### src/hw/rtl/slis_pkg.sv
// Shared types and constants for the sorted leaf insert/split block.
package slis_pkg;

  localparam int KEY_W    = 32;
  localparam int PAGE_W   = 32;
  localparam int STATUS_W = 2;
  localparam int CFG_W    = 32;

  // Command codes carried in the input tuser
  localparam logic CMD_CLEAR  = 1'b0;
  localparam logic CMD_INSERT = 1'b1;

  // Result status codes carried in the output tuser
  localparam logic [STATUS_W-1:0] STATUS_CLEAR  = 2'd0;
  localparam logic [STATUS_W-1:0] STATUS_INSERT = 2'd1;
  localparam logic [STATUS_W-1:0] STATUS_SPLIT  = 2'd2;

  // Register index of the page marker
  localparam logic REG_MARKER = 1'b0;

  localparam logic [PAGE_W-1:0] MARKER_RESET = 32'hFFFF_FFFF;

  // Per-cell control from the sequencer
  typedef struct packed {
    logic ins;       // insert the new pair this cycle
    logic shift;     // take the right neighbor's pair (split readout)
    logic occupied;  // cell index is below the entry count
    logic at_count;  // cell index equals the entry count
  } slis_cell_ctrl_t;

endpackage

### src/hw/rtl/slis_cell.sv
// One slot of the leaf: holds a key and row id, compares and shifts with its neighbors.
module slis_cell
  import slis_pkg::*;
#(
  parameter int RID_W = 48
) (
  input  logic                    clk,
  input  slis_cell_ctrl_t         ctrl,
  input  logic signed [KEY_W-1:0] new_key,
  input  logic        [RID_W-1:0] new_rid,
  input  logic signed [KEY_W-1:0] left_key,
  input  logic        [RID_W-1:0] left_rid,
  input  logic                    left_gt,
  input  logic signed [KEY_W-1:0] right_key,
  input  logic        [RID_W-1:0] right_rid,
  output logic signed [KEY_W-1:0] key,
  output logic        [RID_W-1:0] rid,
  output logic                    gt
);

  // Valid stored key strictly greater than the incoming key
  assign gt = ctrl.occupied && (key > new_key);

  // Shift up from the left, drop in the new pair, or shift down for readout
  always_ff @(posedge clk) begin
    if (ctrl.ins) begin
      if (left_gt) begin
        key <= left_key;
        rid <= left_rid;
      end else if (gt || ctrl.at_count) begin
        key <= new_key;
        rid <= new_rid;
      end
    end else if (ctrl.shift) begin
      key <= right_key;
      rid <= right_rid;
    end
  end

endmodule
### config.mk
export PLATFORM = sky130hd
export DESIGN_NAME = slis_cell
export DESIGN_NICKNAME = d
export VERILOG_FILES = /design/src/hw/rtl/slis_pkg.sv /design/src/hw/rtl/slis_cell.sv
export SDC_FILE = /design/constraint.sdc
export NUM_CORES = 1
export LEC_CHECK = 0
export BUFFER_PORTS_ARGS = -buffer_cell sky130_fd_sc_hd__buf_4
export CORE_AREA = 2 2 126 128
export CTS_CLUSTER_SIZE = 16
export DETAILED_ROUTE_END_ITERATION = 8
export DIE_AREA = 0 0 128 130
export GPL_TIMING_DRIVEN = 0
export SLEW_MARGIN = 15
export SYNTH_ARGS = -nofsm -noshare
export SYNTH_HDL_FRONTEND = slang
export SYNTH_SLANG_ARGS = --single-unit
export TNS_END_PERCENT = 1
### constraint.sdc
create_clock -name clk -period 23.4 [get_ports clk]
set_clock_uncertainty 0.05 [all_clocks]
set_input_delay 4.68 -clock clk [delete_from_list [all_inputs] [get_ports clk]]
set_output_delay 4.68 -clock clk [all_outputs]
set_load 0.02 [all_outputs]
Word level (Yosys, flattened, before mapping):

Cells that the tools add are included.
W data, S select, Z words.

* flip-flop bits (word level): 80
* input port bits: 246
* word-level logic and storage cells: 16

* eq/ne operators: 1
* magnitude comparators: 1
* muxes and demuxes: 8
* reduce and logical (&&, ||, !) cells: 4

Operators by type and width (number)
* $mux W48: 4
* $mux W32: 4
* $gt A32 B32 Y1: 1
* $ne A3 B1 Y1 const B: 1
* $reduce_and A2 Y1: 1
* $reduce_bool A2 Y1: 1
* $logic_and A1 B1 Y1: 1
* $logic_or A1 B1 Y1: 1

Longest topological paths before layout:

* depth in word-level cells: 6
* gate-level depth with buffers: 8
* depth with buffers taken out: 8

Worst setup path after synthesis:

Ideal clock, no wire load.

* path kind: input port to flip-flop
* start point: input new_key[14]
* end point: register key[0], enable pin
* slack: 12.208 ns
* stages on the path: 8
* data required time: 22.784 ns
* arrival time: 10.575 ns
* library setup time: 0.566 ns
* path through: inv_1 -> ha_1 -> a21oi_2 -> nand2_1 -> a221o_1 -> o31a_1 -> or3_1 -> a31oi_1

* longest elaborated chain between the ends: 5

RTL lines
* start: declaration: RTL line slis_cell.sv:9 `input logic signed [KEY_W-1:0] new_key,`
* $gt A32 B32 Y1: RTL line slis_cell.sv:22 `assign gt = ctrl.occupied && (key > new_key);`
* $logic_and A1 B1 Y1: RTL line slis_cell.sv:22
* $logic_or A1 B1 Y1: RTL line slis_cell.sv:30 `end else if (gt || ctrl.at_count) begin`
* $ne A3 B1 Y1 (no source line)
* $reduce_and A2 Y1 (no source line)
* end signal: assignment: RTL line slis_cell.sv:28 `key <= left_key;`
* end signal: assignment: RTL line slis_cell.sv:31 `key <= new_key;`
* end signal: assignment: RTL line slis_cell.sv:35 `key <= right_key;`
* end: declaration: RTL line slis_cell.sv:16 `output logic signed [KEY_W-1:0] key,`

Every way passes these cells.
A chain may end at the register's enable or synchronous reset.

Worst setup path after layout:

* start point: input new_key[7]
* end point: output gt

* longest elaborated chain between the ends: 2

RTL lines
* $gt A32 B32 Y1: RTL line slis_cell.sv:22
* $logic_and A1 B1 Y1: RTL line slis_cell.sv:22
* end: declaration: RTL line slis_cell.sv:18 `output logic gt`

Every way passes these cells.

==> flow_metrics.py <==
metrics = {
    "synth": {
        "synthesis.area_sq_mm": 0.00486,
        "synthDistinctLibCells": 27,
        "synthArstFlopShare": 0,
        "synthTopCellsByArea": "edfxtp_1, mux2i_1, a21oi_1",
        "syn_inst": 469,
        "yosysWarnings": 0,
        "synth_seq_area_share": 0.495,
        "syn_nets": 747,
        "synth_top_flop_cell": "edfxtp_1",
        "synth_seq_cells": 80,
        "synth_edf_count": 80,
        "synth_top_area_cell": "edfxtp_1",
        "postSynthAreaPerCell_sq_um": 10.4,
        "netlist.area_leader.share": 0.495,
    },
    "floorplan": {
        "io_pins": 327,
        "coreArea_sq_mm": 0.0154,
        "die_x_um": 128,
        "num_rows": 46,
        "die_h_um": 130,
        "start_util": 0.315,
        "die_area_sq_mm": 0.0166,
    },
    "worst_setup_path": {
        "cp-start-kind": "input pin",
        "cp-endpoint": "gt",
        "rr_startpoint": "key[5]$_DFFE_PP_",
        "rrSetupSlack_ns": 19.91,
        "endpoint_kind": "output port",
        "critPathRequiredTime_ns": 18.67,
        "startpoint": "new_key[7]",
        "cp.arrival_ns": 6.73,
        "crit_type": "in -> out",
        "ff2ff_path_depth": 9,
        "path_max_fanout": 3,
        "r2r-end": "rid[11]$_DFFE_PP_",
    },
    "detailed_routing": {
        "routedWlPerCell_um": 17.5,
        "drtAntennaViolNets": 0,
        "drc_errors": 0,
        "dr.pass1.iters": 4,
        "avgViaCountPerCell": 4.77,
        "num_vias": 4803,
        "drtIter0Drc": 168,
        "wl_um": 17600,
    },
    "global_routing": {
        "grtUsageTotal": 0.203,
        "grt_pass1_wl_um": 25500,
        "grt_overflow": 0,
        "grt_pass1_vias": 4826,
        "grt_start_max_net_pins": 25,
        "grt_antenna_before_repair": 0,
    },
    "place": {
        "port_buffers": 324,
        "place.gp.congestion": 0.815,
        "hpwlAfterDp_um": 14400,
    },
    "sta": {
        "relSlewSlack": 0.450,
        "min_period_over_period": 0.490,
        "fmax_mhz": 87.2,
        "hold_viol": 0,
        "rsz0062_at_grt": "no",
        "setup_viol": 0,
        "min_period_ns": 11.46,
        "hold_ws_ns": 1.24,
        "worst_pin_slew_ns": 0.825,
        "finalMaxSlewViolations": 0,
        "setup_tns_ns": 0,
    },
    "cells_and_area": {
        "fillers": 1415,
        "utilization": 0.515,
        "drive_gt1_frac": 0.431,
        "synthToLayoutAreaGrowth_pct": 63.6,
        "nets": 1086,
        "final_cell_mix": "buf_4, a21oi_1, nor2_1",
        "layout_commonest_cell": "buf_4",
    },
    "power_and_ir_drop": {
        "ir_drop_mv": 0.0319,
        "pwr_density_cell_mw_per_mm2": 57.1,
        "seqPwrFrac": 0.401,
        "p_sw_uw": 129,
        "switching_share": 0.285,
        "comb_power_share": 0.291,
        "clock_power_share": 0.308,
        "p_leak_uw": 0.00384,
        "p_int_uw": 325,
    },
    "clocking": {
        "cts.reportedPaths.clkPinSlew_ns": 0.06,
        "cts_tree": "yes",
        "cts_hold_buf": 0,
        "post-cts-setup-buffer-count": 0,
        "clockBufferDepth": 2,
        "numCtsBuffers": 9,
        "clock_sinks": 80,
        "clk_latency_ns": 0.34,
        "h-tree-depth": 3,
        "cts-root-buf": "clkbuf_16",
        "cts-resized-gates": 0,
    },
    "worst_hold_path": {
        "hold_class": "reg -> reg",
    },
    "status": {
        "status": "finished, final reports clean",
    },
    "flow_run": {
        "cap_viol_max_count": 0,
    },
}
==> cells in the mapped netlist, drive strengths merged, types with 2 or more instances <==
master   n
a31oi    2
nand3    4
edfxtp  80
nor2    85
buf      8
a21oi   94
mux2i   80
o21ai    3
ha      32
nand4    8
o211ai   2
nand2    7
inv     34
clkbuf  19
==> power groups by stage <==
stage | clock network [uW] | logic, uW | registers [uW]
6_report | 140 | 132 | 182
5_1_grt | 148 | 143 | 184
4_1_cts | 144 | 133 | 182
3_5_place_dp | 0 | 133 | 185
3_3_place_gp | 0 | 127 | 187
2_1_floorplan | 0 | 41.4 | 204
==> how the worst min path moves through the flow <==
stage                      startpoint                 to  slack, ns  cells past startpoint
global route        key[31]$_DFFE_PP_  key[13]$_DFFE_PP_       1.31                      3
CTS                 key[31]$_DFFE_PP_  key[13]$_DFFE_PP_       1.25                      5
finish              key[31]$_DFFE_PP_  key[13]$_DFFE_PP_       1.24                      5
floorplan           key[31]$_DFFE_PP_   key[0]$_DFFE_PP_       2.93                      5
global placement    key[31]$_DFFE_PP_  key[20]$_DFFE_PP_       3.82                      5
detailed placement  key[31]$_DFFE_PP_  key[17]$_DFFE_PP_       1.23                      5
==> cell type report <==
cell class / instances / area, sq um / share of cell area
antenna: 1 / 2.50 / 0.000315
buffer: 27 / 109 / 0.0137
clock buffer: 10 / 229 / 0.0288
clock inverter: 6 / 60.1 / 0.00756
inverter: 34 / 128 / 0.0161
multi-input combinational: 328 / 2230 / 0.281
sequential: 80 / 2400 / 0.302
tap: 192 / 240 / 0.0302
timing repair buffer: 328 / 2540 / 0.320
==> stage by stage <==
step	power, uW	instance area, sq um	std cells	setup WS (ns)
floorplan	246	4860	469	12.21
global placement	314	7530	985	9.75
detailed placement	318	7650	989	11.95
CTS	459	7940	1005	11.95
global route	474	7940	1005	11.78
finish	454	7950	1006	11.94
==> routing by layer <==
metal	routed length (um)	vias up	global-route usage	share of wire
met5	0	-	0	0
met4	340	0	0.0672	0.019
met1	6780	2174	0.242	0.39
met2	9160	221	0.365	0.52
met3	1330	27	0.0455	0.075
li1	-	2381	-	-
==> worst max-delay path, stage by stage <==
cell and delay (ns):
buf_4 0.09, inv_1 0.04, ha_1 0.32, a21oi_1 0.15, o21ai_0 0.14, a221o_1 0.32, o31a_1 0.33, or3_1 0.42
nand2_1 0.10, buf_4 0.14
==> kinds of logic (layout without fill, tap and decap cells) <==
group,count (synthesis),after routing,synth area share
adders and majority gates,32,32,0.0824
AOI/OAI and AO/OA,107,107,0.117
other,0,1,0
buffers and inverters,61,405,0.0487
and+or+nand+nor,109,109,0.0925
DFF,80,80,0.495
muxes,80,80,0.165
==> state kept, by name, summed over array words and instances (netlist names) <==
name	count
key	32
rid	48
Note: power is estimated with default switching activity, not from simulation.
